[config.mk]
export PLATFORM = sky130hd
export DESIGN_NAME = ptw_ctrl
export DESIGN_NICKNAME = d
export VERILOG_FILES = /design/src/rtl/ptw_pkg.sv /design/src/rtl/ptw_ctrl.sv
export SDC_FILE = /design/constraint.sdc
export NUM_CORES = 1
export LEC_CHECK = 0
export ABC_AREA = 1
export BUFFER_PORTS_ARGS = -buffer_cell sky130_fd_sc_hd__buf_2
export CORE_AREA = 4 4 41 43
export DETAILED_ROUTE_END_ITERATION = 10
export DIE_AREA = 0 0 45 47
export HOLD_SLACK_MARGIN = 0.15
export PLACE_DENSITY = 0.54
export SYNTH_ARGS = -nofsm -noshare
export SYNTH_HDL_FRONTEND = slang
export SYNTH_SLANG_ARGS = --single-unit
export TNS_END_PERCENT = 20
[constraint.sdc]
create_clock -name clk -period 3.35 [get_ports clk]
set_clock_uncertainty 0.2 [all_clocks]
set_input_delay 0.1675 -clock clk [delete_from_list [all_inputs] [get_ports clk]]
set_output_delay 0.1675 -clock clk [all_outputs]
set_load 0.005 [all_outputs]
[src/rtl/ptw_pkg.sv]
// Package with types and constants of the page table walker.
`timescale 1ns / 1ps
package ptw_pkg;

  localparam int POOL_FRAMES       = 64;
  localparam int ENTRIES_PER_TABLE = 512;
  localparam int IDX_W             = 9;
  localparam int FRAME_W           = $clog2(POOL_FRAMES);
  localparam int NFF_W             = $clog2(POOL_FRAMES + 1);
  localparam int DEPTH             = POOL_FRAMES * ENTRIES_PER_TABLE;
  localparam int ADDR_W            = $clog2(DEPTH);
  localparam int PAGE_W            = 40;

  localparam int BIT_P  = 0;
  localparam int BIT_W  = 1;
  localparam int BIT_PS = 7;

  localparam logic [2:0] ST_DONE       = 3'd0;
  localparam logic [2:0] ST_HUGE       = 3'd1;
  localparam logic [2:0] ST_UNMAPPED   = 3'd2;
  localparam logic [2:0] ST_HUGE_BLOCK = 3'd3;
  localparam logic [2:0] ST_NO_FRAMES  = 3'd4;
  localparam logic [2:0] ST_BAD_PTR    = 3'd5;

  localparam logic CMD_MAP   = 1'b0;
  localparam logic CMD_UNMAP = 1'b1;

  typedef struct packed {
    logic        cmd;
    logic [47:0] vaddr;
    logic [51:0] paddr;
    logic [63:0] flags;
  } req_t;

  typedef struct packed {
    logic [2:0]  status;
    logic [51:0] old_phys;
    logic        invalidate;
    logic [47:0] invalidate_addr;
  } rsp_t;

  typedef enum logic [2:0] {
    S_CLEAR,
    S_IDLE,
    S_RD,
    S_EV,
    S_PT,
    S_WL
  } state_t;

  typedef struct packed {
    logic       clr_wr;
    logic       load;
    logic       rd;
    logic       cap_entry;
    logic       alloc;
    logic       next_level;
    logic       leaf_map_wr;
    logic       leaf_unmap_wr;
    logic       finish;
    logic [2:0] fin_status;
  } ctl_t;

  typedef struct packed {
    logic clr_last;
    logic is_unmap;
    logic present;
    logic huge;
    logic full;
    logic ptr_ok;
    logic lvl_root;
    logic lvl_last_tbl;
    logic lvl_leaf;
  } stat_t;

endpackage

[src/rtl/ptw_ctrl.sv]
// Controller state machine that sequences the table walk.
`timescale 1ns / 1ps
module ptw_ctrl (
  input  logic           clk,
  input  logic           rst,
  input  logic           start,
  input  ptw_pkg::stat_t stat,
  output ptw_pkg::ctl_t  ctl,
  output logic           busy
);

  ptw_pkg::state_t state, state_next;

  always_ff @(posedge clk) begin
    if (rst) begin
      state <= ptw_pkg::S_CLEAR;
    end else begin
      state <= state_next;
    end
  end

  assign busy = (state != ptw_pkg::S_IDLE);

  always_comb begin
    state_next = state;
    ctl        = '0;
    case (state)
      ptw_pkg::S_CLEAR: begin
        ctl.clr_wr = 1'b1;
        if (stat.clr_last) begin
          state_next = ptw_pkg::S_IDLE;
        end
      end
      ptw_pkg::S_IDLE: begin
        if (start) begin
          ctl.load   = 1'b1;
          state_next = ptw_pkg::S_RD;
        end
      end
      ptw_pkg::S_RD: begin
        ctl.rd     = 1'b1;
        state_next = ptw_pkg::S_EV;
      end
      ptw_pkg::S_EV: begin
        state_next = ptw_pkg::S_PT;
        if (stat.is_unmap) begin
          if (!stat.present) begin
            ctl.finish     = 1'b1;
            ctl.fin_status = ptw_pkg::ST_UNMAPPED;
          end else if (stat.lvl_leaf) begin
            ctl.leaf_unmap_wr = 1'b1;
            ctl.finish        = 1'b1;
            ctl.fin_status    = ptw_pkg::ST_DONE;
          end else if (!stat.lvl_root && stat.huge) begin
            ctl.finish     = 1'b1;
            ctl.fin_status = ptw_pkg::ST_HUGE_BLOCK;
          end else begin
            ctl.cap_entry = 1'b1;
          end
        end else begin
          if (!stat.lvl_root && stat.present && stat.huge) begin
            ctl.finish     = 1'b1;
            ctl.fin_status = ptw_pkg::ST_HUGE;
          end else if (!stat.present) begin
            if (stat.full) begin
              ctl.finish     = 1'b1;
              ctl.fin_status = ptw_pkg::ST_NO_FRAMES;
            end else begin
              ctl.alloc = 1'b1;
            end
          end else begin
            ctl.cap_entry = 1'b1;
          end
        end
        if (ctl.finish) begin
          state_next = ptw_pkg::S_IDLE;
        end
      end
      ptw_pkg::S_PT: begin
        if (!stat.ptr_ok) begin
          ctl.finish     = 1'b1;
          ctl.fin_status = ptw_pkg::ST_BAD_PTR;
          state_next     = ptw_pkg::S_IDLE;
        end else begin
          ctl.next_level = 1'b1;
          if (!stat.is_unmap && stat.lvl_last_tbl) begin
            state_next = ptw_pkg::S_WL;
          end else begin
            state_next = ptw_pkg::S_RD;
          end
        end
      end
      ptw_pkg::S_WL: begin
        ctl.leaf_map_wr = 1'b1;
        ctl.finish      = 1'b1;
        ctl.fin_status  = ptw_pkg::ST_DONE;
        state_next      = ptw_pkg::S_IDLE;
      end
      default: begin
        state_next = ptw_pkg::S_IDLE;
      end
    endcase
  end

endmodule

==> out/results.tsv, run 1 <==
metric	value	unit
outcome	complete, no violations	
VDD IR max	0.1913	mV
Finished Layout Cells	115	
vias per cell	4.478	
synth warn	0	
switching power total	64.00	uW
Finished Cell Area	578.1	um^2
cell internal pwr	115.6	uW
post-route setup TNS	0	ns
I/O Pins	25	
antenna violations before repair	0	
crit path DAT	1.82	ns
syn avg cell area	5.416	um^2
Starting Density	0.2788	
Cells after DPL	106	
#FFs+latches synth	3	
endpoints failing setup	0	
number of remaining DRC errors	0	
Comb pwr share	0.402	
Period minus WS final	1.854	ns
via count	515	
CTS-repair resized insts	0	
crit-path max FO	3	
top cells by area, synth	nand2_1 18%, dfxtp_1 17%, inv_1 10%	
clock share of power	0.350	
clk sinks	3	
placed inst area	501.7	um^2
Final WS setup	1.496	ns
clk buf depth	2	
die height	47	um
first-pass GRT wire length	1890	um
post-cts hold buffer count	5	
top sig layer	met3	
# rows	13	
routed wl met3	35	um
clk slew on worst S/H paths	0.04	ns
number of H-tree levels	1	
Final Cycle Share	0.5536	
Hold Vio Cnt, Final	0	
max frequency	0.5393	GHz
register area share after synthesis	0.1655	
clk_lat worst skew	0.23	ns
CTS buffer count	3	
met2 wire length	520	um
Placer Congestion	0.7459	
final net count	113	
Routed Antenna Nets	0	
FF-to-FF Start	state[2]$_SDFFE_PP0P_	
Initial DRC Count	10	
Setup WS pre-CTS	1.904	ns
P&R area growth vs syn	59.31	%
TritonRoute pass-1 iters	4	
relative slew slack	0.8626	
Worst Tran Pin Value	0.2042	ns
met1 WL	510	um
RR Endpoint	state[1]$_SDFFE_PP0P_	
hold_sp	stat[1]	
DR WL/cell	9.270	um
biggest regs	state (3)	
Flop pwr share	0.248	
Post-Synthesis Net Count	79	
max FFs per register	3	
Final Slew Violations	0	
root buf cell	clkbuf_4	
Syn Std Cell Area	362.8	um^2
Gate Count Post-Synth	67	
switching part of the total	0.3564	
Synth area leader	nand2_1	
port bufs	24	
core area	1301	um^2
CTS tree	done	
Worst R2R Path Depth	6	
worst hold path type	in -> reg	
GRT overflow	0	
Die W	45	um
post-synth top area share	0.1759	
type of origin of the critical path	primary input	
Die ar.	2115	um^2
MaxCap Viol Count	0	
RSZ-0062 raised after global routing	false	
Setup crit end kind	register	
Fillers	159	
Cell variety after synth	19	
hold path cells	7	
pwr dens	310.6	nW/um^2
r2r setup slk	1.57	ns
CP Data Required Time	3.32	ns
Post-CTS Setup Bufs	0	
hold endpoint	state[0]$_SDFFE_PP0P_	
Diodes inserted	0	
Hold WS	0.2327	ns
Tot Pwr	179.6	uW
register with the most flip-flops	state	
Setup CP Type	in -> reg	
number of global-route vias before repair	493	
overall routing resource usage	0.1208	
pin count of the biggest net entering global routing	9	
Leak Pwr	0.3557	nW
layout cells sized above 1	0.3600	
hpwl dp	907.5	um
final WL	1066	um
utilization after layout	0.4442	
-- worst max-delay path by stage --
| stage | start | endpoint | cells past startpoint |
|---|---|---|---|
| after floorplan | state[0]$_SDFFE_PP0P_ | ctl[2] | 4 |
| after global placement | state[1]$_SDFFE_PP0P_ | ctl[3] | 6 |
| after detailed placement | state[0]$_SDFFE_PP0P_ | ctl[2] | 5 |
| after CTS | stat[3] | state[2]$_SDFFE_PP0P_ | 7 |
| after global routing | stat[3] | state[2]$_SDFFE_PP0P_ | 7 |
| final | stat[3] | state[2]$_SDFFE_PP0P_ | 7 |
-- cells by family (layout without fill, tap and decap cells) --
group,after synthesis,in the layout,synth area share
AO/OA/AOI/OAI,9,9,0.1621
buffers and inverters,15,48,0.1552
flip-flops,3,3,0.1655
AND/OR/NAND/NOR,40,40,0.5172
-- final cells by class --
type	instances	area, um^2	share of cell area
clock buffer	4	26.28	0.04545
inverter	15	56.30	0.09740
multi-input combinational	49	246.5	0.4264
sequential	3	60.06	0.1039
tap	15	18.77	0.03247
timing repair buffer	29	170.2	0.2944
-- power groups by stage --
stage	clock network (mW)	logic, mW	registers, mW
after floorplan	0	0.0426	0.0445
after global placement	0	0.0691	0.0449
after detailed placement	0	0.0672	0.0451
after CTS	0.0671	0.0724	0.0445
after global routing	0.0701	0.0825	0.0453
final	0.0628	0.0722	0.0445
-- cells in the mapped netlist --
master    number
a21oi_2        1
nor2_2         1
nand2_1       17
nand3_1        7
o21ai_1        2
nand3b_1       2
nor2_1         8
o21ai_0        1
nor3_1         1
nor4_1         2
dfxtp_1        3
a31oi_1        1
nor3_2         1
a21oi_1        2
o2111a_1       1
o31ai_1        1
inv_2          5
inv_1         10
nand3_2        1
-- critical path, stage by stage --
cell           delay, ns
dlygate4sd3_1       0.51
buf_2               0.12
inv_1               0.05
nor3_2              0.18
nand3_1             0.09
a21oi_1             0.15
dlygate4sd3_1       0.56
-- placed cells by master (no fill, tap or decap) --
| cell type | count |
|---|---|
| o31ai_1 | 1 |
| clkbuf_1 | 1 |
| a21oi_2 | 1 |
| o21ai_0 | 1 |
| buf_2 | 24 |
| nand3_1 | 7 |
| nor2_1 | 8 |
| inv_1 | 10 |
| a31oi_1 | 1 |
| o21ai_1 | 2 |
| inv_2 | 5 |
| nand3_2 | 1 |
| nand2_1 | 17 |
| nor3_1 | 1 |
| dlygate4sd3_1 | 5 |
| clkbuf_4 | 3 |
| nor2_2 | 1 |
| a21oi_1 | 2 |
| dfxtp_1 | 3 |
| nor4_1 | 2 |
| o2111a_1 | 1 |
| nor3_2 | 1 |
| nand3b_1 | 2 |
-- layer usage --
layer | vias to the layer above | GRT usage
li1 | 286 | -
met2 | 7 | 0.2006
met1 | 222 | 0.1519
met5 | - | 0
met3 | 0 | 0.02299
met4 | 0 | 0.05263
Note: power is estimated with default switching activity, not from simulation.
==> run 2, diff against run 1 <==
Clock period 3.35 ns to 1.8 ns, I/O delays scaled along.
==> out/results.tsv, run 2 (same netlist as run 1, synthesis figures left out) <==
metric	value	unit
P&R area growth vs syn	67.24	%
TritonRoute pass-1 iters	4	
Critical Path Source	stat[3]	
Die ar.	2115	um^2
Diodes inserted	0	
number of remaining DRC errors	0	
FF-to-FF Start	state[2]$_SDFFE_PP0P_	
number of global-route vias before repair	485	
crit-path max FO	3	
Period minus WS final	1.789	ns
Placer Congestion	0.8076	
via count	536	
Setup CP Type	in -> reg	
type of origin of the critical path	primary input	
CTS tree	done	
antenna violations before repair	0	
Post-CTS Setup Bufs	0	
CP Data Required Time	1.77	ns
final net count	115	
register with the most flip-flops	state	
die height	47	um
endpoints failing setup	0	
overall routing resource usage	0.1247	
clk sinks	3	
utilization after layout	0.4663	
biggest regs	state (3)	
Hold Vio Cnt, Final	0	
Hold WS	0.2087	ns
area of the multi-input gates	254.0	um^2
outcome	complete, no violations	
final WL	1147	um
max frequency	0.5589	GHz
Die W	45	um
Setup crit end kind	register	
vias per cell	4.581	
port bufs	24	
Worst Tran Pin Value	0.2197	ns
Starting Density	0.2788	
hold_sp	stat[6]	
Finished Layout Cells	117	
I/O Pins	25	
commonest non-fill, non-tap cells in the layout	24 x buf_2, 17 x nand2_1, 10 x inv_1	
MaxCap Viol Count	0	
hpwl dp	910.8	um
first-pass GRT wire length	1966	um
pin count of the biggest net entering global routing	9	
Worst R2R Path Depth	5	
number of H-tree levels	1	
root buf cell	clkbuf_4	
Leak Pwr	0.3623	nW
Fillers	156	
hold endpoint	state[0]$_SDFFE_PP0P_	
RR Endpoint	state[2]$_SDFFE_PP0P_	
RSZ-0062 raised after global routing	true	
Routed Antenna Nets	0	
Register Area	61.31	um^2
layout cells sized above 1	0.3725	
Initial DRC Count	14	
relative slew slack	0.8522	
clk buf depth	2	
clk slew on worst S/H paths	0.04	ns
GRT overflow	0	
Final Slew Violations	0	
pwr dens	552.0	nW/um^2
commonest non-fill, non-tap cell in the layout	buf_2	
CTS buffer count	3	
core area	1301	um^2
worst hold path type	in -> reg	
hold path cells	6	
Cells after DPL	106	
VDD IR max	0.3353	mV
crit path DAT	1.76	ns
DR WL/cell	9.803	um
r2r setup slk	0.06	ns
# rows	13	
max FFs per register	3	
Final Cycle Share	0.9941	
clk_lat worst skew	0.23	ns
run 2: cell types whose count changed in the layout (fill, tap and decap cells not counted), sizes merged:
cell         before  now
dlygate4sd3       5    7
run 2: final cells by class:
type / count / area share
Inverter: 15 / 0.09278
Timing Repair Buffer: 31 / 0.3134
Tap cell: 15 / 0.03093
Sequential cell: 3 / 0.1010
Multi-Input combinational cell: 49 / 0.4186
Clock buffer: 4 / 0.04330
run 2: through the flow:
step	setup WS [ns]	cell area, um^2	power, mW	TNS (ns)
floorplan	0.5907	362.8	0.1620	0
global placement	0.3531	501.7	0.2137	0
detailed placement	0.3805	501.7	0.2070	0
CTS	0.01780	608.1	0.3476	0
global route	-0.07269	606.8	0.3720	-0.07269
finish	0.01062	606.8	0.3350	0
run 2: how the worst max path moves through the flow:
| stage | end | slack, ns | depth (start not counted) |
|---|---|---|---|
| 2_1_floorplan | state[0]$_SDFFE_PP0P_ | 0.59 | 7 |
| 3_3_place_gp | ctl[3] | 0.35 | 6 |
| 3_5_place_dp | ctl[3] | 0.38 | 6 |
| 4_1_cts | state[1]$_SDFFE_PP0P_ | 0.02 | 5 |
| 5_1_grt | state[2]$_SDFFE_PP0P_ | -0.07 | 7 |
| 6_report | state[2]$_SDFFE_PP0P_ | 0.01 | 7 |
run 2: routing by layer:
metal	track usage	vias to the layer above	routed length [um]
met4	0.05263	0	0
met1	0.1633	230	509
met2	0.2062	13	578
met5	0	-	0
li1	-	293	-
met3	0.01533	0	60
run 2: worst max-delay path, cell delays in order:
cell and delay, ns:
dlygate4sd3_1 0.52, buf_2 0.12, inv_1 0.06, nor3_2 0.19, nand3_1 0.09, a21oi_1 0.14
dlygate4sd3_1 0.55
run 2: timing repair:
item	CTS	global route
resized for setup	0	3
hold buffers	8	0
endpoints found under the hold margin	3	0
setup endpoints to repair	0	3
run 2: power by group:
part / switching (mW) / internal (mW) / total (mW) / leakage, nW
Sequential: 0.0100 / 0.0742 / 0.0842 / 0.0251
Clock: 0.0323 / 0.0829 / 0.115 / 0.0150
Combinational: 0.0762 / 0.0593 / 0.136 / 0.322
Total: 0.119 / 0.216 / 0.335 / 0.362
==> run 3, diff against run 2 <==
Settings changed: CTS_BUF_LIST set to sky130_fd_sc_hd__clkbuf_4 sky130_fd_sc_hd__clkbuf_8 sky130_fd_sc_hd__clkbuf_16.
==> out/results.tsv, run 3 (same netlist as run 1, synthesis figures left out) <==
metric	value	unit
VDD IR max	0.3308	mV
CP Data Required Time	1.76	ns
Initial DRC Count	14	
Hold Vio Cnt, Final	0	
crit-path max FO	3	
MaxCap Viol Count	0	
Most Used Layer, Global Route	met2	
Final Slew Violations	0	
commonest non-fill, non-tap cells in the layout	24 x buf_2, 17 x nand2_1, 10 x inv_1	
Placer Congestion	0.8076	
Routed Antenna Nets	0	
clk buf depth	2	
Period minus WS final	1.793	ns
I/O Pins	25	
Worst Tran Pin Value	0.2197	ns
port bufs	24	
crit path DAT	1.76	ns
outcome	complete, no violations	
layout cells sized above 1	0.3824	
switching part of the total	0.3350	
CTS tree	done	
TritonRoute pass-1 iters	4	
Hold WS	0.2115	ns
clk_lat worst skew	0.23	ns
root buf cell	clkbuf_4	
final net count	115	
Cells after DPL	106	
M1 GR Usage	0.1610	
Leak Pwr	0.3653	nW
core area	1301	um^2
Finished Layout Cells	117	
cell internal pwr	231.0	uW
number of global-route vias before repair	476	
Flop pwr share	0.242	
overall routing resource usage	0.1215	
die height	47	um
register with the most flip-flops	state	
relative slew slack	0.8522	
hpwl dp	910.8	um
final WL	1141	um
vias per cell	4.607	
type of origin of the critical path	primary input	
Die W	45	um
CTS buffer count	3	
switching power total	116.4	uW
Setup CP Type	in -> reg	
number of remaining DRC errors	0	
Comb pwr share	0.389	
first-pass GRT wire length	1938	um
max FFs per register	3	
clk sinks	3	
RSZ-0062 raised after global routing	true	
clock share of power	0.369	
endpoints failing setup	0	
pwr dens	573.6	nW/um^2
via count	539	
P&R area growth vs syn	66.90	%
pin count of the biggest net entering global routing	9	
Final Cycle Share	0.9962	
biggest regs	state (3)	
Starting Density	0.2788	
commonest non-fill, non-tap cell in the layout	buf_2	
number of H-tree levels	1	
Die ar.	2115	um^2
Post-CTS Setup Bufs	0	
Setup crit end kind	register	
Diodes inserted	0	
worst hold path type	in -> reg	
antenna violations before repair	0	
max frequency	0.5577	GHz
DR WL/cell	9.752	um
# rows	13	
GRT overflow	0	
met2 usage	0.2062	
M3 GR Usage	0.01533	
clk slew on worst S/H paths	0.04	ns
==> run 3: cell counts in the layout (fill, tap and decap cells not counted) <==
No cell type changed its count.
==> run 3: worst paths after layout <==
kind | depth (start not counted) | slack (ns) | end | from
setup reg to reg | 6 | 0.08 | state[2]$_SDFFE_PP0P_ | state[0]$_SDFFE_PP0P_
hold / removal | 6 | 0.21 | state[0]$_SDFFE_PP0P_ | stat[6]
hold reg to reg | 4 | 0.55 | state[0]$_SDFFE_PP0P_ | state[2]$_SDFFE_PP0P_
setup / recovery | 7 | 0.007 | state[2]$_SDFFE_PP0P_ | stat[3]
==> run 3: worst max-delay path, stage by stage <==
cell           delay, ns
dlygate4sd3_1       0.52
buf_2               0.12
inv_1               0.06
nor3_2              0.19
nand3_1             0.09
a21oi_1             0.14
dlygate4sd3_1       0.55
==> run 3: power by group through the flow <==
stage | Combinational [mW] | Sequential, mW | Clock (mW)
global route | 0.157 | 0.0859 | 0.139
finish | 0.135 | 0.0841 | 0.128
floorplan | 0.0792 | 0.0828 | 0
detailed placement | 0.123 | 0.0845 | 0
CTS | 0.141 | 0.0836 | 0.135
global placement | 0.129 | 0.0852 | 0
==> run 3: stage by stage <==
| step | TNS [ns] | worst slack [ns] | area, um^2 | power (mW) | util |
|---|---|---|---|---|---|
| after floorplan | 0 | 0.5907 | 362.8 | 0.1620 | - |
| after global placement | 0 | 0.3531 | 501.7 | 0.2137 | 0.3856 |
| after detailed placement | 0 | 0.3805 | 501.7 | 0.2070 | 0.3856 |
| after CTS | 0 | 0.01780 | 611.8 | 0.3596 | 0.4702 |
| after global routing | -0.07586 | -0.07586 | 605.6 | 0.3826 | 0.4654 |
| final | 0 | 0.006776 | 605.6 | 0.3474 | 0.4654 |
==> run 3: metal layers <==
layer / vias to the layer above / share of wire
met3: 0 / 0.054
li1: 293 / -
met1: 231 / 0.44
met5: - / 0
met4: 0 / 0
met2: 15 / 0.50
==> run 3: what timing repair did <==
action	4_1_cts	5_1_grt
resized for setup	0	2
endpoints found under the setup margin	0	2
endpoints found under the hold margin	3	0
hold buffers	8	0
==> run 3: area by class of cell <==
| class | instances | area, um^2 |
|---|---|---|
| tap | 15 | 18.77 |
| multi-input combinational | 49 | 249.0 |
| sequential | 3 | 61.31 |
| timing repair buffer | 31 | 190.2 |
| clock buffer | 4 | 30.03 |
| inverter | 15 | 56.30 |
| fill | 155 | 695.7 |
